<file path="src/chs_pkg.sv">
// Shared types, widths and constants for the compass heading CORDIC pipeline.
// No dependencies; used by every module under src/.
package chs_pkg;

   localparam int IN_W             = 16;  // input count width
   localparam int PRE_SHIFT        = 16;  // counts are scaled up by 2^16 before rotation
   localparam int VEC_W            = 36;  // vector path, covers CORDIC gain with margin
   localparam int ANG_BITS         = 20;  // angle fraction bits (2^-20 degree)
   localparam int ANG_W            = 30;  // signed angle accumulator width
   localparam int TABLE_LEN        = 24;  // arctangent table entries
   localparam int FRAC_BITS        = 6;   // heading fraction bits
   localparam int HEAD_W           = 15;  // heading output width
   localparam int CORDIC_STEPS_DEF = 16;  // default number of micro-rotations

   localparam logic [ANG_W-1:0] DEG180    = ANG_W'(180 * (2 ** ANG_BITS));
   localparam logic [ANG_W-1:0] DEG360    = ANG_W'(360 * (2 ** ANG_BITS));
   localparam logic [ANG_W-1:0] ROUND_ADD = ANG_W'(2 ** (ANG_BITS - FRAC_BITS - 1));
   localparam logic [ANG_W-1:0] FULL_TURN = ANG_W'(360 * (2 ** FRAC_BITS));

   // One word in flight through the rotation stages
   typedef struct packed {
      logic signed [VEC_W-1:0] a;
      logic signed [VEC_W-1:0] b;
      logic signed [ANG_W-1:0] z;
      logic                    zero;
   } cordic_word_type;

   // atan(2^-idx) in degrees, rounded to 2^-20 degree
   function automatic logic [ANG_W-1:0] atan_entry(input int idx);
      logic [ANG_W-1:0] val;
      case (idx)
         0:       val = ANG_W'(47185920);
         1:       val = ANG_W'(27855475);
         2:       val = ANG_W'(14718068);
         3:       val = ANG_W'(7471121);
         4:       val = ANG_W'(3750058);
         5:       val = ANG_W'(1876857);
         6:       val = ANG_W'(938658);
         7:       val = ANG_W'(469357);
         8:       val = ANG_W'(234682);
         9:       val = ANG_W'(117342);
         10:      val = ANG_W'(58671);
         11:      val = ANG_W'(29335);
         12:      val = ANG_W'(14668);
         13:      val = ANG_W'(7334);
         14:      val = ANG_W'(3667);
         15:      val = ANG_W'(1833);
         16:      val = ANG_W'(917);
         17:      val = ANG_W'(458);
         18:      val = ANG_W'(229);
         19:      val = ANG_W'(115);
         20:      val = ANG_W'(57);
         21:      val = ANG_W'(29);
         22:      val = ANG_W'(14);
         23:      val = ANG_W'(7);
         default: val = '0;
      endcase
      return val;
   endfunction

endpackage

</file>
<file path="src/chs_prerot.sv">
// Entry stage: scales the counts, forms -Y at 17 bits and folds the left half-plane
// onto the right half-plane. Depends on chs_pkg.
module chs_prerot (
   input  logic                                clock,
   input  logic                                reset,
   input  logic                                in_valid,
   output logic                                in_ready,
   input  logic signed [chs_pkg::IN_W-1:0]     x_count,
   input  logic signed [chs_pkg::IN_W-1:0]     y_count,
   output logic                                out_valid,
   input  logic                                out_ready,
   output chs_pkg::cordic_word_type            out_word
);

   logic                          valid_ff;
   chs_pkg::cordic_word_type      word_ff;
   chs_pkg::cordic_word_type      word_in;

   logic signed [chs_pkg::IN_W:0] x_ext;
   logic signed [chs_pkg::IN_W:0] y_ext;
   logic signed [chs_pkg::IN_W:0] mag_x;
   logic signed [chs_pkg::IN_W:0] b_src;

   // 17-bit forms so that negating -32768 is exact
   always_comb begin
      x_ext = {x_count[chs_pkg::IN_W-1], x_count};
      y_ext = {y_count[chs_pkg::IN_W-1], y_count};
      if (x_count[chs_pkg::IN_W-1]) begin
         mag_x     = -x_ext;
         b_src     = y_ext;
         word_in.z = chs_pkg::DEG180;
      end else begin
         mag_x     = x_ext;
         b_src     = -y_ext;
         word_in.z = '0;
      end
      word_in.a    = chs_pkg::VEC_W'(mag_x) <<< chs_pkg::PRE_SHIFT;
      word_in.b    = chs_pkg::VEC_W'(b_src) <<< chs_pkg::PRE_SHIFT;
      word_in.zero = (x_count == '0) && (y_count == '0);
   end

   // Stage register
   assign in_ready = !valid_ff || out_ready;

   always_ff @(posedge clock) begin
      if (reset) begin
         valid_ff <= 1'b0;
      end else if (in_ready) begin
         valid_ff <= in_valid;
      end
   end

   always_ff @(posedge clock) begin
      if (in_valid && in_ready) begin
         word_ff <= word_in;
      end
   end

   assign out_valid = valid_ff;
   assign out_word  = word_ff;

endmodule

</file>
<file path="config.mk">
export PLATFORM = sky130hd
export DESIGN_NAME = chs_prerot
export DESIGN_NICKNAME = d
export VERILOG_FILES = /design/src/chs_pkg.sv /design/src/chs_prerot.sv
export SDC_FILE = /design/constraint.sdc
export NUM_CORES = 1
export LEC_CHECK = 0
export ABC_AREA = 1
export BUFFER_PORTS_ARGS = -buffer_cell sky130_fd_sc_hd__buf_4
export CAP_MARGIN = 20
export CORE_MARGIN = 1
export CORE_UTILIZATION = 36
export DETAILED_ROUTE_END_ITERATION = 6
export PLACE_DENSITY = 0.76
export SLEW_MARGIN = 40
export SYNTH_ARGS = -nofsm -noshare
export SYNTH_HDL_FRONTEND = slang
export SYNTH_SLANG_ARGS = --single-unit
</file>
<file path="constraint.sdc">
create_clock -name clock -period 3.2 [get_ports clock]
set_clock_uncertainty 0.05 [all_clocks]
set_input_delay 0.64 -clock clock [delete_from_list [all_inputs] [get_ports clock]]
set_output_delay 0.64 -clock clock [all_outputs]
set_load 0.01 [all_outputs]
</file>
==> results.md <==
* Mapped cell area at around 2600 um^2
* Die area at 7527 um^2
* Footprint of the multi-input gates at 1045 um^2
* Period Utilization, post-route at a little over half
* Final Worst Setup Slack at about 1.4 ns
* Die height at between 80 and 90 um
* Global route overflow at 0
* Max cap viols at 0
* Post-DP HPWL at around 4000 um
* Starting Density at a little under two fifths
* Yosys reg bits at 37
* # IOs at roughly 140
* Sequential area share after synthesis at 42.57%
* Max clock buf depth at 2
* Async S/R FF share, synth at 0%
* Top cells by count, synth: buf_4, nand2_1, edfxtp_1, inv_1
* Antenna violations before repair at 0
* Die width at 86.76 um
* Port buffer count at 82
* Vias at 2,000
* Max incr delay on CP at 0.15 ns
* Cell taking the most area after synthesis: edfxtp_1
* CTS Hold Bufs at 0
* Initial DRT Pass Iterations at 4
* Top_reg_cell synth: edfxtp_1
* CP delay by family, top: buffers and inverters
* CTS tree: done
* DRT Wirelength at 5020 um
* GP Congestion at slightly above 0.9
* Synth area leaders: edfxtp_1, buf_4, nand2_1, inv_1, nand3_1
* Vias in the first global route at ~1,700
* HP Class: primary input to flop
* Fmax at between 500 and 600 MHz
* P&R area growth vs syn at 21.96%
* Peak VDD IR at around 0.18 mV
* Clock buffer count from CTS at 5
* Clk_lat worst skew at roughly 0.28 ns
* WL/cell at around 11 um
* Tot GR Track Use at about an eighth
* Top-count cell post-synth: buf_4
* Antenna cell count at 0
* Reg area at around 1100 um^2
* PostCTS Resize Cnt at 0
* Top cell type's share of synthesized area at a little over two fifths
* Power Density at ~430 nW/um^2
* Clock transition at path regs at roughly 0.07 ns
* Layout Nets at a little over 400
* Post-synthesis cell type count at 26
* Syn_area_per_cell at just under 9 um^2
* H-tree levels at 2
* Setup TNS at 0 ns
* Max Slew Vio Count at 0
* Share of cells above drive strength 1 at 30.77%
* Crit-path max FO at 2
* CP arrival at 1.07 ns
* DR iter-0 viols at around 50
* Worst endpoint required time at between 2 and 3 ns
* Count of final hold-check violations at 0
* Buf/Inv on CP at 3
* # rows at 30
* # clock sinks at 37
* CORE AREA at around 6900 um^2
* DR DRC count at 0
* Setup Buffers After CTS at 0
* Routed Antenna Nets at 0
* Outcome: completed
* First-pass GRT wire length at between 7000 and 8000 um
* Final min period at approximately 1.8 ns
* CTS root buf: clkbuf_8
* Worst setup SP type: primary input
* Post-synth EDFFs at 36
* Largest net degree at the start of global routing at 37
* Vias per cell at 4.228
* RSZ-0062 raised after global routing: false
* Kind of critical path: primary input to primary output
* Filler instances at 638
* Top cell by count, worst path: buf_4
* CP cell instances: buf_4 -> inv_1 -> nand2_1 -> buf_4
* Synth Instances at 299
* DP Worst Slack at ~1.3 ns
* Final setup fails at 0
* CP max-delay cell: buf_4
* CP Capture Type: primary output
* Yosys warning total at 0
* Leakage power at ~1.6 nW
through the flow:
step	std cells	power, mW	hold WS [ns]	cell area (um^2)	utilization (%)
2_1_floorplan	357	0.8124	0.5270	2804	-
3_3_place_gp	465	0.8706	0.4698	3020	43.97
3_5_place_dp	465	0.8777	0.4933	3020	43.97
4_1_cts	473	1.357	0.4480	3154	45.92
5_1_grt	473	1.411	0.4392	3154	45.92
6_report	473	1.347	0.4533	3154	45.92
worst register-to-register path, cell delays in order (launching register included):
cell,delay (ns)
dfxtp_1,0.35
a21oi_4,0.14
buf_4,0.42
kinds of logic (layout without fill, tap and decap cells):
kind of cell,Yosys count,after routing,synth area share [%]
simple gates,129,129,22.93
buf+inv,104,124,25.88
flops,37,37,42.57
xor+xnor,15,15,5.080
compound gates,11,11,2.419
fa+ha+maj,2,2,0.9674
other cells,1,59,0.1450
registers in the layout, summed over array words and instances, names as in the netlist:
name and cells:
out_valid 1, out_word 36
power by group:
part	switching (mW)	internal [mW]
Combinational	0.161	0.114
Clock	0.171	0.310
Sequential	0.0127	0.578
Total	0.345	1.00
layout by cell type, fill, tap and decap left out:
| cell | n |
|---|---|
| inv_2 | 4 |
| o21ai_0 | 5 |
| ha_1 | 2 |
| nand3_1 | 20 |
| bufinv_16 | 2 |
| nand2_4 | 1 |
| nor2_2 | 9 |
| dfxtp_1 | 1 |
| edfxtp_1 | 36 |
| buf_4 | 83 |
| nor2_1 | 20 |
| xor2_1 | 10 |
| clkinv_2 | 1 |
| clkbuf_8 | 5 |
| o21ai_2 | 2 |
| nand4_1 | 4 |
| a21oi_1 | 2 |
| o21ai_1 | 1 |
| xnor2_1 | 5 |
| nand2_2 | 3 |
| conb_1 | 59 |
| nand3_2 | 3 |
| nor3_2 | 1 |
| nand2_1 | 65 |
| nand3b_1 | 3 |
| a21oi_4 | 1 |
| inv_8 | 1 |
| inv_1 | 28 |
layout make-up:
type	instances	area share [%]
timing repair buffer	83	19.75
multi-input combinational	216	33.12
inverter	33	4.165
sequential	37	34.91
clock inverter	3	2.063
clock buffer	5	2.182
tap	96	3.808
layer usage:
layer / vias up / GRT usage, % / share of wire, %
met1: 882 / 14.18 / 40
met5: - / 0 / 0
met4: 0 / 6.212 / 2.2
li1: 976 / - / -
met3: 13 / 4.476 / 9.7
met2: 129 / 23.88 / 48
final timing paths:
path,cells after the start,from,to,slack (ns)
setup / recovery,4,out_ready,in_ready,1.44
hold / removal,2,reset,out_valid,0.45
setup reg to reg,2,out_valid,out_word[90],1.88
hold reg to reg,2,out_valid,out_valid,0.50
Power figures use the tool's default switching activity.
