$ cat config.mk
export PLATFORM = sky130hd
export DESIGN_NAME = chs_finish
export DESIGN_NICKNAME = d
export VERILOG_FILES = /design/src/chs_pkg.sv /design/src/chs_finish.sv
export SDC_FILE = /design/constraint.sdc
export NUM_CORES = 1
export LEC_CHECK = 0
export ABC_AREA = 1
export BUFFER_PORTS_ARGS = -buffer_cell sky130_fd_sc_hd__buf_2
export CORE_UTILIZATION = 38
export DETAILED_ROUTE_END_ITERATION = 10
export PLACE_DENSITY = 0.92
export RECOVER_POWER = 50
export SYNTH_ARGS = -nofsm -noshare
export SYNTH_HDL_FRONTEND = slang
export SYNTH_SLANG_ARGS = --single-unit
$ cat constraint.sdc
create_clock -name clock -period 2.2 [get_ports clock]
set_input_delay 0.22 -clock clock [delete_from_list [all_inputs] [get_ports clock]]
set_output_delay 0.22 -clock clock [all_outputs]
set_load 0.1 [all_outputs]
$ cat src/chs_pkg.sv
// Shared types, widths and constants for the compass heading CORDIC pipeline.
// No dependencies; used by every module under src/.
package chs_pkg;

   localparam int IN_W             = 16;  // input count width
   localparam int PRE_SHIFT        = 16;  // counts are scaled up by 2^16 before rotation
   localparam int VEC_W            = 36;  // vector path, covers CORDIC gain with margin
   localparam int ANG_BITS         = 20;  // angle fraction bits (2^-20 degree)
   localparam int ANG_W            = 30;  // signed angle accumulator width
   localparam int TABLE_LEN        = 24;  // arctangent table entries
   localparam int FRAC_BITS        = 6;   // heading fraction bits
   localparam int HEAD_W           = 15;  // heading output width
   localparam int CORDIC_STEPS_DEF = 16;  // default number of micro-rotations

   localparam logic [ANG_W-1:0] DEG180    = ANG_W'(180 * (2 ** ANG_BITS));
   localparam logic [ANG_W-1:0] DEG360    = ANG_W'(360 * (2 ** ANG_BITS));
   localparam logic [ANG_W-1:0] ROUND_ADD = ANG_W'(2 ** (ANG_BITS - FRAC_BITS - 1));
   localparam logic [ANG_W-1:0] FULL_TURN = ANG_W'(360 * (2 ** FRAC_BITS));

   // One word in flight through the rotation stages
   typedef struct packed {
      logic signed [VEC_W-1:0] a;
      logic signed [VEC_W-1:0] b;
      logic signed [ANG_W-1:0] z;
      logic                    zero;
   } cordic_word_type;

   // atan(2^-idx) in degrees, rounded to 2^-20 degree
   function automatic logic [ANG_W-1:0] atan_entry(input int idx);
      logic [ANG_W-1:0] val;
      case (idx)
         0:       val = ANG_W'(47185920);
         1:       val = ANG_W'(27855475);
         2:       val = ANG_W'(14718068);
         3:       val = ANG_W'(7471121);
         4:       val = ANG_W'(3750058);
         5:       val = ANG_W'(1876857);
         6:       val = ANG_W'(938658);
         7:       val = ANG_W'(469357);
         8:       val = ANG_W'(234682);
         9:       val = ANG_W'(117342);
         10:      val = ANG_W'(58671);
         11:      val = ANG_W'(29335);
         12:      val = ANG_W'(14668);
         13:      val = ANG_W'(7334);
         14:      val = ANG_W'(3667);
         15:      val = ANG_W'(1833);
         16:      val = ANG_W'(917);
         17:      val = ANG_W'(458);
         18:      val = ANG_W'(229);
         19:      val = ANG_W'(115);
         20:      val = ANG_W'(57);
         21:      val = ANG_W'(29);
         22:      val = ANG_W'(14);
         23:      val = ANG_W'(7);
         default: val = '0;
      endcase
      return val;
   endfunction

endpackage

$ cat src/chs_finish.sv
// Output stage: wraps the angle into [0, 360), rounds to the heading grid,
// folds a full turn to zero and forces zero for a null vector. Depends on chs_pkg.
module chs_finish (
   input  logic                              clock,
   input  logic                              reset,
   input  logic                              in_valid,
   output logic                              in_ready,
   input  chs_pkg::cordic_word_type          in_word,
   output logic                              out_valid,
   input  logic                              out_ready,
   output logic [chs_pkg::HEAD_W-1:0]        heading_q6,
   output logic                              zero_field
);

   logic                            valid_ff;
   logic [chs_pkg::HEAD_W-1:0]      heading_ff;
   logic [chs_pkg::HEAD_W-1:0]      heading_in;
   logic                            zero_ff;
   logic [chs_pkg::ANG_W-1:0]       offset;
   logic [chs_pkg::ANG_W-1:0]       sum;
   logic [chs_pkg::ANG_W-1:0]       q;
   logic [chs_pkg::ANG_W-1:0]       q_wrap;

   // Wrap and rounding offset merged into one add
   always_comb begin
      if (in_word.z[chs_pkg::ANG_W-1]) begin
         offset = chs_pkg::DEG360 + chs_pkg::ROUND_ADD;
      end else begin
         offset = chs_pkg::ROUND_ADD;
      end
      sum = in_word.z + offset;
      q   = sum >> (chs_pkg::ANG_BITS - chs_pkg::FRAC_BITS);
      if (q >= chs_pkg::FULL_TURN) begin
         q_wrap = q - chs_pkg::FULL_TURN;
      end else begin
         q_wrap = q;
      end
      heading_in = in_word.zero ? '0 : q_wrap[chs_pkg::HEAD_W-1:0];
   end

   // Output register
   assign in_ready = !valid_ff || out_ready;

   always_ff @(posedge clock) begin
      if (reset) begin
         valid_ff <= 1'b0;
      end else if (in_ready) begin
         valid_ff <= in_valid;
      end
   end

   always_ff @(posedge clock) begin
      if (in_valid && in_ready) begin
         heading_ff <= heading_in;
         zero_ff    <= in_word.zero;
      end
   end

   assign out_valid  = valid_ff;
   assign heading_q6 = heading_ff;
   assign zero_field = zero_ff;

endmodule

==> results of run 1 <==
[worst max-delay path, stage by stage]
cell	delay (ns)
buf_2	0.14
ha_1	0.35
nand2_1	0.15
inv_1	0.05
nand2_1	0.08
nor2_1	0.05
nor2_1	0.14
nand2_1	0.07
nand2_1	0.10
nand2_4	0.08
a21oi_4	0.18
nand2_2	0.10
nand2_1	0.09
a21oi_2	0.05
[registers in the layout, summed over array words and instances, names as in the netlist]
register and cells:
heading_q6 15, zero_field 1, out_valid 1
[metal layers]
metal | GRT usage, % | part of all wire [%]
met5 | 0 | 0
met4 | 8.24 | 2.5
met3 | 2.72 | 7.8
met2 | 23.7 | 42
met1 | 20.2 | 47
[worst max path at each step]
| stage | startpoint | to | slack, ns | cells past startpoint |
|---|---|---|---|---|
| finish | in_word[30] | heading_q6[9] | 0.33 | 14 |
| global route | in_word[30] | heading_q6[9] | 0.12 | 15 |
| CTS | in_word[30] | heading_q6[9] | 0.35 | 15 |
| detailed placement | in_word[30] | heading_q6[9] | 0.1 | 14 |
| global placement | in_word[30] | heading_q6[11] | 0.15 | 14 |
| floorplan | out_valid | out_valid | 0.04 | 2 |
[logic make-up (layout without fill, tap and decap cells)]
family,after synthesis,in the layout,synth area share (%)
AO/OA/AOI/OAI,19,19,9.12
XOR/XNOR,3,3,1.84
adder cells (fa/ha/maj),5,5,4.39
buffers and inverters,37,80,9.74
flip-flops,17,17,35.1
AND/OR/NAND/NOR,121,121,39.8
[layout by cell type (no fill, tap or decap), types with 2 or more instances in the layout]
cell,count
a21oi_1,7
a21oi_2,5
buf_2,38
clkbuf_1,2
clkbuf_8,3
edfxtp_1,16
ha_1,5
inv_1,35
nand2_1,57
nand2_2,7
nand2_4,2
nand3_1,13
nand3_2,5
nand3b_1,2
nor2_1,29
nor2_2,3
o21ai_0,4
xor2_1,2
[area by class of cell]
type                            count  share of cell area [%]
Timing Repair Buffer               40                    11.5
Tap cell                           46                    3.35
Sequential cell                    17                    29.2
Inverter                           36                    7.87
Clock inverter                      1                   0.292
Multi-Input combinational cell    148                    45.4
Clock buffer                        3                    2.41
[power groups by stage]
| stage | Combinational, mW | Clock (mW) | Sequential (mW) |
|---|---|---|---|
| floorplan | 0.193 | 0 | 0.586 |
| global placement | 0.456 | 0 | 0.398 |
| detailed placement | 0.464 | 0 | 0.399 |
| CTS | 0.466 | 0.230 | 0.392 |
| global route | 0.501 | 0.247 | 0.394 |
| finish | 0.464 | 0.229 | 0.392 |
[per-stage QoR]
| step | cell area (sq um) | total power [mW] | util (%) |
|---|---|---|---|
| after global placement | 1680 | 0.854 | 48.5 |
| after floorplan | 1430 | 0.780 | - |
| after detailed placement | 1680 | 0.863 | 48.5 |
| final | 1720 | 1.09 | 49.5 |
| after CTS | 1730 | 1.09 | 49.9 |
| after global routing | 1720 | 1.14 | 49.5 |
==> out/qor.csv, run 1 <==
metric;value;unit
status;finished clean;
diodes;0;
io_pins;125;
startpoint_type;primary input;
p_int;0.620;mW
avgRoutedWirePerCell;9.81;um
leakagePower;0.906;nW
crit_fanout;6;
min_path_cells;2;
switchingPower;0.465;mW
grt_pass1_wl;4840;um
multi_input_area;779;sq um
fmax;535;MHz
whs;0.125;ns
ys_ff_latch;17;
p_per_area;632;nW/um^2
cts_tree;done;
numClockSinks;17;
viasPerCell;4.65;
antenna_left;0;
grt_max_degree;17;
cts_max_path_buffers;2;
worstReg2RegStart;out_valid;
track_usage;15.3;%
wirelength;2850;um
synth_cell_types;25;
drc_errors;0;
synth-async-reset-ratio;0;%
dp.cells;287;
rsz0062_at_grt;no;
first_pass_iters;5;
regToRegSetupSlack;0.72;ns
ys_seq_area_share;35.1;%
setup_violations;0;
power.share.sequential;36.1;%
synthesis.area;1430;sq um
max_cap_violations;0;
peakVddDrop;0.185;mV
synth-main-ff-cell;edfxtp_1;
cts_hold_buf;0;
cp.required;2.18;ns
worstSetupEndpointType;flop;
cts_resized;0;
clk_latency;0.25;ns
core;3470;sq um
drive_gt1_share;27.3;%
synth-edff-count;16;
synth_top_area_share;33.7;%
final_hold_viol_count;0;
grt_pass1_vias;1148;
synthTopCellsByCount;nand2_1, inv_1, nor2_1;
slew_violations;0;
tightest_slew;0.822;ns
fillers;338;
crit_arrival;1.85;ns
period_share;84.9;%
relSlewSlack;45.2;%
synth_area_leader_cell;edfxtp_1;
hpwl;2400;um
syn_to_final_growth;20.4;%
synth_most_common_cell;nand2_1;
vias;1354;
worstHoldStart;reset;
drt_iter0_drc;71;
worstHoldEndpoint;out_valid;
cts_setup_buffers;0;
synth_area_leaders;edfxtp_1, nand2_1, inv_1;
setup_tns;0;ns
final_cells;291;
regArea;500;sq um
fin_skew;0.00465;ns
grt_overflow_total;0;
clock-root-buffer;clkbuf_8;
clkPwrFrac;21.1;%
clk_pin_slew_worst_paths;0.06;ns
nNetsFinal;358;
synthesis.nets;314;
port_buffers;39;
dieArea;4000;sq um
worst_hold_path_type;in -> reg;
critical_path_class;in -> reg;
r2r_end;heading_q6[12];
htree_levels;1;
swShare;42.9;%
syn_inst;202;
comb_power_share;42.8;%
antenna_found_initial;0;
rows;21;
r2r_cells;2;
syn_avg_cell_area;7.06;sq um
setup_ws;0.332;ns
yosysWarnings;0;
die_w;63.3;um
gp_congestion;0.875;
period_needed;1.87;ns
cts_made_buffers;3;
pre_cts_ws;0.0962;ns
initial_core_util;41.1;%
die_h;63.3;um
(Power assumes the default switching activity.)
==> inputs of run 2 (changes only) <==
--- a/config.mk
+++ b/config.mk
@@ -7,9 +7,9 @@
 export LEC_CHECK = 0
 export ABC_AREA = 1
 export BUFFER_PORTS_ARGS = -buffer_cell sky130_fd_sc_hd__buf_2
-export CORE_UTILIZATION = 38
+export CORE_UTILIZATION = 34
 export DETAILED_ROUTE_END_ITERATION = 10
-export PLACE_DENSITY = 0.92
+export PLACE_DENSITY = 0.87
 export RECOVER_POWER = 50
 export SYNTH_ARGS = -nofsm -noshare
 export SYNTH_HDL_FRONTEND = slang
==> constraint.sdc (replaced) <==
create_clock -name clock -period 1.55 [get_ports clock]
set_input_delay 0.155 -clock clock [delete_from_list [all_inputs] [get_ports clock]]
set_output_delay 0.155 -clock clock [all_outputs]
set_load 0.1 [all_outputs]
==> run 2 against run 1 <==
The run now ends with negative setup slack left. Wire length grew 20%. Combinational power grew 81%. Non-clock buffer count grew 32. Critical path depth shrank 1. Sequential share of layout area shrank 5.7 points. Clock power grew 38%. Sequential cell count is the same. Final cell count grew 12%. Largest cell class unchanged.
==> out/qor.csv, run 2 (synthesis results as in run 1) <==
metric;value;unit
status;finished, violations left;
violations;negative setup slack;
grt_most_used_layer;met2;
cp.required;1.55;ns
slew_violations;0;
cp.depth;13;
met3_usage;1.37;%
cp_slowest_cell;ha_4;
die_h;66.8;um
critical_path_class;in -> reg;
hpwl;2770;um
fin_skew;0.00241;ns
syn_to_final_growth;49.8;%
core;4000;sq um
viasPerCell;4.60;
use_met2;29.2;%
critPathCapture;heading_q6[10];
p_per_area;802;nW/um^2
final_hold_viol_count;0;
io_pins;125;
final_cells;327;
peakVddDrop;0.266;mV
critPathMaxStageDelay;0.30;ns
rows;23;
drt_iter0_drc;155;
initial_core_util;35.7;%
setup_violations;5;
cp_num_buf_inv;2;
worstPathCellList;buf_12, ha_4, nand2_2, inv_1, nand2_2, nor2_2, nand2_2, nand3_2, nand2_4, a21oi_4, nand2_4, nand2_2, a21oi_2;
crit_fanout;5;
crit_path_frequent_cell;nand2_2;
whs;0.0635;ns
worstReg2RegStart;out_valid;
worstSetupEndpointType;flop;
leakagePower;1.08;nW
fmax;621;MHz
diodes;0;
cts_max_path_buffers;2;
r2r_cells;2;
antenna_left;0;
avgRoutedWirePerCell;10.5;um
crit_start;in_word[30];
layout_common_cells;nand2_1, buf_2, inv_1;
nNetsFinal;390;
fin_total_pwr;1.71;mW
setup_tns;-0.229;ns
rsz0062_at_grt;yes;
largest_register_ffs;15;
gp_congestion;0.884;
worst_hold_path_type;in -> reg;
clk_pin_slew_worst_paths;0.06;ns
antenna_found_initial;0;
grt_max_degree;17;
period_share;104;%
cts_made_buffers;3;
startpoint_type;primary input;
layout_commonest_cell;nand2_1;
fillers;376;
use_met1;18.7;%
grt_overflow_total;0;
relSlewSlack;67.7;%
htree_levels;1;
port_buffers;39;
vias;1505;
tightest_slew;0.487;ns
period_needed;1.61;ns
wirelength;3430;um
drc_errors;0;
setup_ws;-0.0613;ns
clk_latency;0.25;ns
first_pass_iters;4;
dieArea;4460;sq um
grt_pass1_wl;5580;um
r2r_end;heading_q6[5];
cts_tree;done;
die_w;66.8;um
crit_arrival;1.61;ns
track_usage;16.3;%
grt_pass1_vias;1403;
dp.cells;318;
max_cap_violations;0;
drive_gt1_share;47.3;%
cpLargestDelayFamily;simple AND/OR/NAND/NOR gates;
pre_cts_ws;-0.398;ns
numClockSinks;17;
regToRegSetupSlack;0.39;ns
clock-root-buffer;clkbuf_8;
[run 2: cell count changes in the layout (fill, tap and decap cells not counted), moves of 3 or more]
cell | previous run | this run
nand2_1 | 57 | 43
buf_6 | 0 | 3
nand2_4 | 2 | 5
inv_1 | 35 | 31
ha_4 | 0 | 4
buf_4 | 0 | 28
nand3_1 | 13 | 10
ha_1 | 5 | 1
nand2_2 | 7 | 18
inv_2 | 1 | 5
nor2_2 | 3 | 8
nor2_1 | 29 | 23
[run 2: repair_timing]
| item | in CTS | in global routing |
|---|---|---|
| gates resized for setup | 21 | 12 |
| buffers inserted | 5 | 0 |
| setup endpoints to repair | 6 | 6 |
| pin swaps | 15 | 4 |
| hold endpoints to repair | 0 | 0 |
| hold buffers | 0 | 0 |
[run 2: routing by layer]
| metal | part of all wire [%] | wire [um] |
|---|---|---|
| met1 | 42 | 1430 |
| met3 | 4.8 | 163 |
| met2 | 50 | 1720 |
| met5 | 0 | 0 |
| met4 | 3.4 | 115 |
[run 2: metrics by stage]
step,instance area (sq um),utilization [%]
final,2140,53.4
after global routing,2140,53.4
after CTS,2110,52.8
after detailed placement,1960,49.0
after global placement,1960,49.0
after floorplan,1490,-
[run 2: how the worst min path moves through the flow]
| stage | end | cells after the start | from |
|---|---|---|---|
| after floorplan | out_valid | 1 | reset |
| after global placement | out_valid | 2 | reset |
| after detailed placement | out_valid | 2 | reset |
| after CTS | out_valid | 2 | reset |
| after global routing | out_valid | 2 | reset |
| final | out_valid | 2 | reset |
[run 2: area by class of cell]
cell class,instances,area [sq um],share of cell area (%)
multi-input cells,148,926,43.3
flip-flops and latches,17,500,23.4
repair buffers,72,468,21.9
inverters,36,135,6.32
well taps,50,62.6,2.93
clock buffers,4,45.0,2.11
[run 2: where the power goes]
group	internal [mW]	switching, mW	leakage [nW]	total (mW)
combinational	0.270	0.569	0.894	0.838
clock	0.182	0.135	0.0228	0.317
sequential	0.549	0.00855	0.168	0.558
