`config.mk`:
```
export PLATFORM = sky130hd
export DESIGN_NAME = chs_cordic_stage
export DESIGN_NICKNAME = d
export VERILOG_FILES = /design/src/chs_pkg.sv /design/src/chs_cordic_stage.sv
export SDC_FILE = /design/constraint.sdc
export NUM_CORES = 1
export LEC_CHECK = 0
export BUFFER_PORTS_ARGS = -buffer_cell sky130_fd_sc_hd__buf_2
export CAP_MARGIN = 5
export CORE_MARGIN = 4
export CORE_UTILIZATION = 50
export CTS_CLUSTER_DIAMETER = 100
export DETAILED_ROUTE_END_ITERATION = 7
export PLACE_DENSITY = 0.72
export SLEW_MARGIN = 20
export SYNTH_ARGS = -nofsm -noshare
export SYNTH_HDL_FRONTEND = slang
export SYNTH_SLANG_ARGS = --single-unit
```
`constraint.sdc`:
```
create_clock -name clock -period 8.35 [get_ports clock]
set_input_delay 0.835 -clock clock [delete_from_list [all_inputs] [get_ports clock]]
set_output_delay 0.835 -clock clock [all_outputs]
set_load 0.02 [all_outputs]
```
`src/chs_pkg.sv`:
```
// Shared types, widths and constants for the compass heading CORDIC pipeline.
// No dependencies; used by every module under src/.
package chs_pkg;

   localparam int IN_W             = 16;  // input count width
   localparam int PRE_SHIFT        = 16;  // counts are scaled up by 2^16 before rotation
   localparam int VEC_W            = 36;  // vector path, covers CORDIC gain with margin
   localparam int ANG_BITS         = 20;  // angle fraction bits (2^-20 degree)
   localparam int ANG_W            = 30;  // signed angle accumulator width
   localparam int TABLE_LEN        = 24;  // arctangent table entries
   localparam int FRAC_BITS        = 6;   // heading fraction bits
   localparam int HEAD_W           = 15;  // heading output width
   localparam int CORDIC_STEPS_DEF = 16;  // default number of micro-rotations

   localparam logic [ANG_W-1:0] DEG180    = ANG_W'(180 * (2 ** ANG_BITS));
   localparam logic [ANG_W-1:0] DEG360    = ANG_W'(360 * (2 ** ANG_BITS));
   localparam logic [ANG_W-1:0] ROUND_ADD = ANG_W'(2 ** (ANG_BITS - FRAC_BITS - 1));
   localparam logic [ANG_W-1:0] FULL_TURN = ANG_W'(360 * (2 ** FRAC_BITS));

   // One word in flight through the rotation stages
   typedef struct packed {
      logic signed [VEC_W-1:0] a;
      logic signed [VEC_W-1:0] b;
      logic signed [ANG_W-1:0] z;
      logic                    zero;
   } cordic_word_type;

   // atan(2^-idx) in degrees, rounded to 2^-20 degree
   function automatic logic [ANG_W-1:0] atan_entry(input int idx);
      logic [ANG_W-1:0] val;
      case (idx)
         0:       val = ANG_W'(47185920);
         1:       val = ANG_W'(27855475);
         2:       val = ANG_W'(14718068);
         3:       val = ANG_W'(7471121);
         4:       val = ANG_W'(3750058);
         5:       val = ANG_W'(1876857);
         6:       val = ANG_W'(938658);
         7:       val = ANG_W'(469357);
         8:       val = ANG_W'(234682);
         9:       val = ANG_W'(117342);
         10:      val = ANG_W'(58671);
         11:      val = ANG_W'(29335);
         12:      val = ANG_W'(14668);
         13:      val = ANG_W'(7334);
         14:      val = ANG_W'(3667);
         15:      val = ANG_W'(1833);
         16:      val = ANG_W'(917);
         17:      val = ANG_W'(458);
         18:      val = ANG_W'(229);
         19:      val = ANG_W'(115);
         20:      val = ANG_W'(57);
         21:      val = ANG_W'(29);
         22:      val = ANG_W'(14);
         23:      val = ANG_W'(7);
         default: val = '0;
      endcase
      return val;
   endfunction

endpackage

```
`src/chs_cordic_stage.sv`:
```
// One vectoring micro-rotation of the CORDIC, registered.
// Depends on chs_pkg for the word type and the arctangent table.
module chs_cordic_stage #(
   parameter int STEP = 0
) (
   input  logic                     clock,
   input  logic                     reset,
   input  logic                     in_valid,
   output logic                     in_ready,
   input  chs_pkg::cordic_word_type in_word,
   output logic                     out_valid,
   input  logic                     out_ready,
   output chs_pkg::cordic_word_type out_word
);

   localparam logic signed [chs_pkg::ANG_W-1:0] ANGLE = chs_pkg::atan_entry(STEP);

   logic                                 valid_ff;
   chs_pkg::cordic_word_type             word_ff;
   chs_pkg::cordic_word_type             word_in;
   logic signed [chs_pkg::VEC_W-1:0]     da;
   logic signed [chs_pkg::VEC_W-1:0]     db;

   // Rotate toward b = 0; floor shifts on both legs
   always_comb begin
      da           = in_word.b >>> STEP;
      db           = in_word.a >>> STEP;
      word_in.zero = in_word.zero;
      if (!in_word.b[chs_pkg::VEC_W-1]) begin
         word_in.a = in_word.a + da;
         word_in.b = in_word.b - db;
         word_in.z = in_word.z + ANGLE;
      end else begin
         word_in.a = in_word.a - da;
         word_in.b = in_word.b + db;
         word_in.z = in_word.z - ANGLE;
      end
   end

   // Stage register
   assign in_ready = !valid_ff || out_ready;

   always_ff @(posedge clock) begin
      if (reset) begin
         valid_ff <= 1'b0;
      end else if (in_ready) begin
         valid_ff <= in_valid;
      end
   end

   always_ff @(posedge clock) begin
      if (in_valid && in_ready) begin
         word_ff <= word_in;
      end
   end

   assign out_valid = valid_ff;
   assign out_word  = word_ff;

endmodule

```
==> impl_metrics.json, run 1 <==
{
  "outcome": "completed",
  "area_growth_pct": 15.5,
  "finalSetupTns_ns": 0,
  "hold_viol": 0,
  "drv_slew": 0,
  "antenna_found_initial": 0,
  "syn_area_um2": 9660,
  "end_kind": "flop",
  "worstPathMaxFanout": 4,
  "hpwl_um": 22800,
  "rsz0062_at_grt": "false",
  "synth_top_cell_by_area": "edfxtp_1",
  "crit_end": "out_word[97]",
  "synth_top_area_share_pct": 31.7,
  "top_layer_used": "met4",
  "reg2reg_depth": 3,
  "vias_per_cell": 5.78,
  "ys_seq_area_share_pct": 31.9,
  "worstMarginPinSlew_ns": 1.03,
  "synth_cell_type_count": 66,
  "total_power_mw": 1.81,
  "synth_edf_count": 102,
  "cellLeakagePower_nw": 5.01,
  "cts_tree": "yes",
  "clock_sinks": 103,
  "grt_usage_pct": 26.0,
  "final_layout_size_suffix_gt1_share_pct": 19.4,
  "grt_max_degree": 92,
  "cts.path.max_buffers": 2,
  "nNetsFinal": 1510,
  "clk_latency_ns": 0.35,
  "post_cts_resized": 0,
  "wire_per_inst_um": 18.9,
  "drt-total-wl_um": 29300,
  "slew_headroom_pct": 31.1,
  "coreArea_um2": 18800,
  "postSynthCellCount": 1107,
  "drc": 0,
  "port_buffers": 211,
  "synth_nets": 1335,
  "reg2reg_from": "out_valid",
  "route.met3.wl_um": 2250,
  "async_flop_share_pct": 0,
  "cp-startpoint": "in_word[31]",
  "crit_arrival_ns": 4.12,
  "m1WireLength_um": 12800,
  "synth_ff_type": "edfxtp_1",
  "diodes": 0,
  "criticalPathCategory": "in2reg",
  "routed-via-count": 8939,
  "postRouteAntennaNets": 0,
  "first_global_vias": 8444,
  "die_h_um": 147,
  "maxCapViolations": 0,
  "start_util_pct": 51.3,
  "die_area_um2": 21600,
  "vdd_drop_max_mv": 0.122,
  "ios": 212,
  "fin_worst_skew_ns": 0.00983,
  "cts_hold_buf": 0,
  "setup_viol": 0,
  "rrSetupSlack_ns": 6.25,
  "cp-start-kind": "input port",
  "fin_crit_sh_pct": 48.2,
  "grt_first_pass_wirelength_um": 45400,
  "drt_iter0_drc": 677,
  "required_ns": 8.45,
  "synthTopCellsByArea": "edfxtp_1 32%, ha_1 15%, a21oi_1 6.3%, xnor2_1 5.8%, inv_1 4.7%",
  "postCtsSetupBuffers": 0,
  "rr_endpoint": "out_word[95]",
  "cts_root_buffer": "clkbuf_16",
  "synth_common_cells": "121 x a21oi_1, 121 x inv_1, 117 x ha_1, 102 x edfxtp_1, 86 x nor2_1",
  "ctsHtreeMaxLevel": 3,
  "numCtsBuffers": 9,
  "dr.pass1.iters": 7,
  "yosys_warnings": 0,
  "die_x_um": 147,
  "path_clk_slew_ns": 0.08,
  "ys_ff_latch": 103,
  "hold_depth": 2,
  "syn_area_per_cell_um2": 8.73,
  "power.density_nw_per_um2": 163,
  "post-route-min-period_ns": 4.02,
  "hp-class": "reg2reg",
  "grt_overflow": 0,
  "globalplace.congestion": 0.961,
  "rows": 50,
  "fmax_mhz": 249,
  "met2_wirelength_um": 13700
}
-- metal layers --
| metal | vias to the layer above | global-route usage, % |
|---|---|---|
| met2 | 423 | 43.4 |
| met1 | 4168 | 35.3 |
| met4 | 0 | 6.06 |
| met5 | - | 0 |
| met3 | 47 | 4.75 |
| li1 | 4301 | - |
-- worst min-delay path by stage --
stage,from,to
after floorplan,out_valid,out_valid
after detailed placement,out_valid,out_valid
after CTS,out_valid,out_valid
after global placement,out_valid,out_valid
final,out_valid,out_valid
after global routing,out_valid,out_valid
-- state kept, by name (all words and copies together) (netlist names) --
register / flops
out_word: 102
out_valid: 1
-- through the flow --
step	hold WS [ns]	util [%]	setup slack [ns]	instance area, um^2	cells
2_1_floorplan	0.729	-	4.38	9660	1107
3_3_place_gp	0.497	57.7	4.17	10900	1531
3_5_place_dp	0.513	57.7	4.13	10900	1531
4_1_cts	0.523	59.2	4.49	11200	1547
5_1_grt	0.569	59.2	4.19	11200	1547
6_report	0.524	59.2	4.33	11200	1547
-- layout by cell type, fill, tap and decap left out, drive strengths merged, types with 5 or more instances in the layout --
| cell | count |
|---|---|
| buf | 214 |
| inv | 125 |
| a21oi | 121 |
| ha | 117 |
| edfxtp | 102 |
| nor2 | 86 |
| o21ai | 76 |
| xnor2 | 64 |
| nand2 | 47 |
| a21o | 24 |
| nor3 | 23 |
| nand3 | 22 |
| o21bai | 18 |
| nand2b | 15 |
| nor2b | 14 |
| o31ai | 14 |
| mux2i | 14 |
| xor2 | 13 |
| a211oi | 13 |
| o211ai | 13 |
| o21a | 12 |
| a31oi | 11 |
| nand4 | 10 |
| clkbuf | 10 |
| nor4 | 9 |
| a2111oi | 6 |
| or2 | 6 |
| a211o | 6 |
| and3 | 6 |
| o311ai | 5 |
| a21boi | 5 |
| or3 | 5 |
| and2 | 5 |
-- final cells by class --
class / instances / area [um^2]
fillers: 1753 / 7670
multi-input cells: 831 / 5910
repair buffers: 214 / 1080
flip-flops and latches: 103 / 3080
clock buffers: 10 / 239
clock inverters: 6 / 60.1
well taps: 260 / 325
inverters: 123 / 462
-- worst max-delay path, stage by stage --
cell      delay (ns)
buf_2           0.10
ha_1            0.17
inv_1           0.06
fa_1            0.40
nor2_1          0.13
o311ai_0        0.24
a311oi_1        0.77
o211ai_1        0.30
a31oi_1         0.40
nor3_1          0.13
o31ai_1         0.26
o21ai_0         0.14
xnor2_1         0.18
-- cells by family (layout without fill, tap and decap cells) --
family	after synthesis	after routing	share of synthesized area, %
AND/OR/NAND/NOR	257	257	12.9
XOR/XNOR	77	77	6.98
adder cells (fa/ha/maj)	121	121	16.0
buffers and inverters	173	353	6.96
AO/OA/AOI/OAI	362	362	23.8
flip-flops	103	103	31.9
multiplexers	14	14	1.45
-- report_power, final --
group / switching [mW] / internal (mW) / total (mW) / leakage [nW]
clock network: 0.215 / 0.218 / 0.433 / 0.146
registers: 0.0162 / 0.658 / 0.674 / 0.995
logic: 0.457 / 0.250 / 0.707 / 3.87
total: 0.688 / 1.13 / 1.81 / 5.01
No activity file was read; power rests on OpenSTA's default activity.
==> run 2: changes to the inputs <==
--- a/config.mk
+++ b/config.mk
@@ -5,13 +5,14 @@
 export SDC_FILE = /design/constraint.sdc
 export NUM_CORES = 1
 export LEC_CHECK = 0
+export ABC_AREA = 1
 export BUFFER_PORTS_ARGS = -buffer_cell sky130_fd_sc_hd__buf_2
 export CAP_MARGIN = 5
 export CORE_MARGIN = 4
 export CORE_UTILIZATION = 50
 export CTS_CLUSTER_DIAMETER = 100
 export DETAILED_ROUTE_END_ITERATION = 7
-export PLACE_DENSITY = 0.72
+export PLACE_DENSITY = 0.74
 export SLEW_MARGIN = 20
 export SYNTH_ARGS = -nofsm -noshare
 export SYNTH_HDL_FRONTEND = slang
==> constraint.sdc (replaced) <==
create_clock -name clock -period 3.5 [get_ports clock]
set_input_delay 0.35 -clock clock [delete_from_list [all_inputs] [get_ports clock]]
set_output_delay 0.35 -clock clock [all_outputs]
set_load 0.02 [all_outputs]
==> run 2 against run 1 <==
Effect of this change: largest power group unchanged; power increased to 2.5 times the previous value; via count increased by 38%; clock skew increased by 0.0019 ns; synthesized cell count increased by 61%; critical path depth increased by 1; critical path type unchanged.
==> impl_metrics.json, run 2 <==
{
  "clk_latency_ns": 0.37,
  "grt_usage_pct": 31.0,
  "die_area_um2": 26000,
  "mostFrequentLayoutCell": "nand2_1",
  "final_cells": 2282,
  "path_clk_slew_ns": 0.08,
  "timing.final.ws_setup_ns": 0.995,
  "met2_usage_pct": 49.6,
  "largest_register_ffs": 102,
  "outcome": "completed",
  "globalplace.congestion": 0.994,
  "coreArea_um2": 22800,
  "routed-via-count": 12350,
  "synth_fa_ha_area_share_pct": 13.2,
  "synth_top_cell_by_area": "edfxtp_1",
  "drt_iter0_drc": 1387,
  "synth_nets": 2014,
  "diodes": 0,
  "hp-class": "in2reg",
  "area_growth_pct": 12.5,
  "start_util_pct": 51.3,
  "required_ns": 3.62,
  "drv_slew": 0,
  "synth_cell_type_count": 47,
  "synth_top_family_by_area": "simple AND/OR/NAND/NOR gates",
  "place_ws_ns": 0.655,
  "vias_per_cell": 5.41,
  "post_cts_resized": 0,
  "criticalPathCategory": "in2reg",
  "grt_max_degree": 103,
  "power.density_nw_per_um2": 348,
  "synth-compound-area-share_pct": 12.0,
  "fin_crit_sh_pct": 71.6,
  "synth_top_area_share_pct": 26.1,
  "ys_seq_area_share_pct": 26.3,
  "fin_worst_skew_ns": 0.0118,
  "rsz0062_at_grt": "false",
  "final_layout_size_suffix_gt1_share_pct": 15.1,
  "clock_sinks": 103,
  "postSynthCellCount": 1786,
  "die_h_um": 161,
  "drc": 0,
  "yosys-mux-area-fraction_pct": 0,
  "placed_cells": 2266,
  "hold_viol": 0,
  "wire_per_inst_um": 18.3,
  "worstPathMaxFanout": 12,
  "ios": 212,
  "cts_tree": "yes",
  "finalSetupTns_ns": 0,
  "worstMarginPinSlew_ns": 0.888,
  "setup_viol": 0,
  "vdd_drop_max_mv": 0.213,
  "grt_overflow": 0,
  "synth_edf_count": 102,
  "hpwl_um": 34700,
  "cts_root_buffer": "clkbuf_16",
  "ys_ff_latch": 103,
  "synth_ff_type": "edfxtp_1",
  "crit_arrival_ns": 2.62,
  "synth_xor_area_share_pct": 2.76,
  "cp-start-kind": "input port",
  "maxCapViolations": 0,
  "end_kind": "flop",
  "fmax_mhz": 399,
  "met1_usage_pct": 44.9,
  "grt_first_pass_wirelength_um": 63400,
  "numCtsBuffers": 9,
  "postCtsSetupBuffers": 0,
  "yosysMostFrequentCell": "nand2_1",
  "synthSimpleGateAreaFrac_pct": 33.1,
  "postRouteAntennaNets": 0,
  "port_buffers": 211,
  "rows": 55,
  "async_flop_share_pct": 0,
  "dr.pass1.iters": 6,
  "synth_common_cells": "544 x nand2_1, 300 x inv_1, 155 x nand3_1, 134 x nor2_1, 124 x a21oi_1",
  "slew_headroom_pct": 40.8,
  "cts_hold_buf": 0,
  "antenna_found_initial": 0,
  "nNetsFinal": 2192,
  "final_cell_mix": "544 x nand2_1, 299 x inv_1, 211 x buf_2, 155 x nand3_1, 134 x nor2_1",
  "yosys_warnings": 0,
  "die_x_um": 161,
  "synthTopCellsByArea": "edfxtp_1 26%, nand2_1 17%, ha_1 12%, inv_1 9.6%, nand3_1 6.6%",
  "ctsHtreeMaxLevel": 3,
  "post-route-min-period_ns": 2.50,
  "syn_area_per_cell_um2": 6.56,
  "cts.path.max_buffers": 2,
  "cellLeakagePower_nw": 7.02,
  "hold_slack_ns": 0.133,
  "grtUsageMet3_pct": 4.52,
  "top_usage_layer": "met2",
  "syn_area_um2": 11700,
  "drt-total-wl_um": 41700,
  "first_global_vias": 11645
}
==> run 2: path summary, 6_finish.rpt <==
check,startpoint,to,slack [ns],depth (start not counted)
max,in_word[40],out_word[58],1.0,14
min,reset,out_valid,0.13,2
max reg2reg,out_valid,out_word[67],2.08,2
min reg2reg,out_valid,out_valid,0.53,2
==> run 2: area by class of cell <==
class	instances	area (um^2)
fill	2347	9660
clock inverter	6	51.3
tap	313	392
clock buffer	10	229
inverter	308	1160
multi-input combinational	1326	7170
sequential	103	3080
timing repair buffer	216	1110
==> run 2: logic make-up (layout without fill, tap and decap cells) <==
| family | Yosys count | count (layout) |
|---|---|---|
| XOR/XNOR | 37 | 37 |
| AO/OA/AOI/OAI | 256 | 256 |
| adder cells (fa/ha/maj) | 121 | 121 |
| AND/OR/NAND/NOR | 912 | 912 |
| flip-flops | 103 | 103 |
| buffers and inverters | 357 | 540 |
==> run 2: power by group <==
group / switching (mW) / internal (mW) / total [mW]
Clock: 0.536 / 0.497 / 1.03
Combinational: 1.39 / 0.595 / 1.99
Sequential: 0.0376 / 1.53 / 1.57
Total: 1.97 / 2.63 / 4.59
==> run 2: critical path, stage by stage <==
cell and delay (ns):
buf_2 0.10, inv_1 0.04, ha_1 0.69, nand2_1 0.21, nor2_2 0.22, nand2_1 0.09
nor2_1 0.25, nand2_1 0.13, nand3_2 0.14, nand2_1 0.10, nand2_1 0.07, nand2_1 0.04
nand3_1 0.07, nand2_1 0.07
==> run 2: metrics by stage <==
step	power (mW)	cell area, um^2	utilization [%]
after floorplan	2.92	11700	-
after global placement	3.52	12900	56.5
after detailed placement	3.54	12900	56.5
after CTS	4.56	13200	57.7
after global routing	4.85	13200	57.7
final	4.59	13200	57.7
==> run 2: layer usage <==
layer | part of all wire, % | routed length (um)
met1 | 45 | 18600
met2 | 43 | 18100
met3 | 10 | 4230
met4 | 1.7 | 698
met5 | 0 | 0
==> run 3: changes to the inputs <==
--- a/config.mk
+++ b/config.mk
@@ -5,14 +5,14 @@
 export SDC_FILE = /design/constraint.sdc
 export NUM_CORES = 1
 export LEC_CHECK = 0
-export ABC_AREA = 1
+export ABC_AREA = 0
 export BUFFER_PORTS_ARGS = -buffer_cell sky130_fd_sc_hd__buf_2
 export CAP_MARGIN = 5
 export CORE_MARGIN = 4
 export CORE_UTILIZATION = 50
 export CTS_CLUSTER_DIAMETER = 100
 export DETAILED_ROUTE_END_ITERATION = 7
-export PLACE_DENSITY = 0.74
+export PLACE_DENSITY = 0.75
 export SLEW_MARGIN = 20
 export SYNTH_ARGS = -nofsm -noshare
 export SYNTH_HDL_FRONTEND = slang
==> constraint.sdc (replaced) <==
create_clock -name clock -period 2.3 [get_ports clock]
set_input_delay 0.23 -clock clock [delete_from_list [all_inputs] [get_ports clock]]
set_output_delay 0.23 -clock clock [all_outputs]
set_load 0.02 [all_outputs]
==> run 3 against run 2 <==
Effect of this change: the run now ends with negative setup slack left; critical path depth fell by 3; core utilization rose by 24 points; final cell count fell by 17%; final area rose by 17%; clock skew fell by 0.0020 ns; highest routed layer unchanged; worst hold slack got worse by 0.10 ns.
==> impl_metrics.json, run 3 (same netlist as run 1, synthesis figures left out) <==
{
  "outcome": "finished, violations left",
  "failed_checks": "negative setup slack",
  "drt-total-wl_um": 36900,
  "nNetsFinal": 1866,
  "drt_iter0_drc": 966,
  "power.density_nw_per_um2": 524,
  "die_x_um": 147,
  "grt_max_degree": 59,
  "clk_latency_ns": 0.36,
  "port_buffers": 211,
  "drc": 0,
  "post-route-min-period_ns": 2.62,
  "cp-start-kind": "input port",
  "grt_first_pass_wirelength_um": 55600,
  "hold_depth": 2,
  "largest_register_ffs": 102,
  "postRouteAntennaNets": 0,
  "cts.path.max_buffers": 2,
  "switchingPower_mw": 3.05,
  "power.internal_mw": 5.02,
  "worstHoldStart": "reset",
  "hold_slack_ns": 0.0299,
  "rrSetupSlack_ns": 0.85,
  "final_layout_size_suffix_gt1_share_pct": 47.6,
  "end_kind": "flop",
  "grt_usage_pct": 31.6,
  "cts_root_buffer": "clkbuf_16",
  "slew_headroom_pct": 47.4,
  "start_util_pct": 51.3,
  "die_h_um": 147,
  "place_ws_ns": -0.902,
  "diodes": 0,
  "clock_sinks": 103,
  "first_global_vias": 10698,
  "reg2reg_depth": 3,
  "worstMarginPinSlew_ns": 0.790,
  "fillerInstances": 1173,
  "total_power_mw": 8.07,
  "vias_per_cell": 5.73,
  "cellLeakagePower_nw": 7.05,
  "drv_slew": 0,
  "rows": 50,
  "fmax_mhz": 381,
  "setup_viol": 28,
  "coreArea_um2": 18800,
  "mostFrequentLayoutCell": "buf_4",
  "crit_arrival_ns": 2.73,
  "min_to": "out_valid",
  "reg2reg_from": "out_valid",
  "cts_tree": "yes",
  "die_area_um2": 21600,
  "required_ns": 2.40,
  "maxCapViolations": 0,
  "antenna_found_initial": 0,
  "switching_share_pct": 37.7,
  "final_cell_mix": "326 x buf_4, 193 x buf_2, 102 x edfxtp_1, 101 x inv_1, 91 x ha_1",
  "seq_power_share_pct": 30.3,
  "numCtsBuffers": 9,
  "vdd_drop_max_mv": 0.364,
  "cts_hold_buf": 0,
  "wire_per_inst_um": 19.4,
  "dr.pass1.iters": 6,
  "ios": 212,
  "worstPathMaxFanout": 2,
  "globalplace.congestion": 1.01,
  "ctsHtreeMaxLevel": 3,
  "hold_viol": 0,
  "area_growth_pct": 59.5,
  "timing.final.ws_setup_ns": -0.324,
  "combPwrFrac_pct": 48.3,
  "fin_crit_sh_pct": 114,
  "rsz0062_at_grt": "true",
  "criticalPathCategory": "in2reg",
  "fin_worst_skew_ns": 0.00981,
  "hp-class": "in2reg",
  "clockPowerShare_pct": 21.4,
  "grt_overflow": 0,
  "rr_endpoint": "out_word[100]",
  "hpwl_um": 26300,
  "routed-via-count": 10902,
  "path_clk_slew_ns": 0.08
}
run 3: changes by cell type in the layout (fill, tap and decap cells not counted), sizes merged, moves of 13 or more:
cell    delta
buf      +354
mux2i     +14
nand3    -138
nand2b    +15
inv      -185
o31ai     +13
xor2      -18
a21o      +21
nor2      -69
a211oi    +13
xnor2     +58
nor2b     +14
o21ai     -14
nand2    -510
run 3: worst max path at each step:
stage          cells past startpoint  slack (ns)        start       endpoint
6_report                          11       -0.32  in_word[75]   out_word[66]
5_1_grt                           11       -0.38  in_word[75]   out_word[66]
3_3_place_gp                      14       -0.81  in_word[46]   out_word[97]
4_1_cts                           12       -0.33  in_word[39]  out_word[102]
3_5_place_dp                      12       -0.90  in_word[38]  out_word[102]
2_1_floorplan                     11       -0.58  in_word[75]  out_word[102]
run 3: area by class of cell:
| cell class | instances | area, um^2 | share of cell area, % |
|---|---|---|---|
| repair buffers | 570 | 4080 | 26.5 |
| multi-input cells | 831 | 7100 | 46.1 |
| flip-flops and latches | 103 | 3080 | 20.0 |
| inverters | 123 | 504 | 3.27 |
| clock inverters | 7 | 97.6 | 0.633 |
| well taps | 260 | 325 | 2.11 |
| clock buffers | 9 | 225 | 1.46 |
run 3: routing by layer:
metal	GRT usage, %	vias to the layer above	part of all wire [%]
li1	-	5022	-
met1	39.4	5146	39
met2	54.7	603	48
met3	4.50	131	7.7
met4	14.0	0	4.7
met5	0	-	0
run 3: critical path, stage by stage:
cell      delay (ns)
buf_8           0.10
ha_4            0.23
or3_4           0.41
nor3_4          0.15
a21oi_2         0.10
and3_4          0.16
o211a_1         0.22
or4_4           0.52
and3_4          0.22
a221oi_4        0.26
xnor2_1         0.11
run 3: metrics by stage:
step / utilization, % / setup TNS (ns) / std cells / area [um^2]
final: 81.8 / -3.79 / 1903 / 15400
after global routing: 81.8 / -5.93 / 1903 / 15400
after CTS: 78.3 / -2.31 / 1881 / 14700
after detailed placement: 71.2 / -28.71 / 1828 / 13400
after global placement: 71.2 / -26.63 / 1828 / 13400
after floorplan: - / -3.82 / 1107 / 10000
run 3: timing repair:
item                                    4_1_cts  5_1_grt
pin swaps                                    95       87
setup buffers                                38       27
endpoints found under the setup margin       38       44
resized for setup                           161      118
run 3: power by group through the flow:
stage	clock (mW)	combinational, mW	sequential [mW]
2_1_floorplan	0	1.54	2.78
3_3_place_gp	0	3.16	2.48
3_5_place_dp	0	3.20	2.49
4_1_cts	1.73	3.54	2.45
5_1_grt	1.83	4.12	2.47
6_report	1.73	3.89	2.45
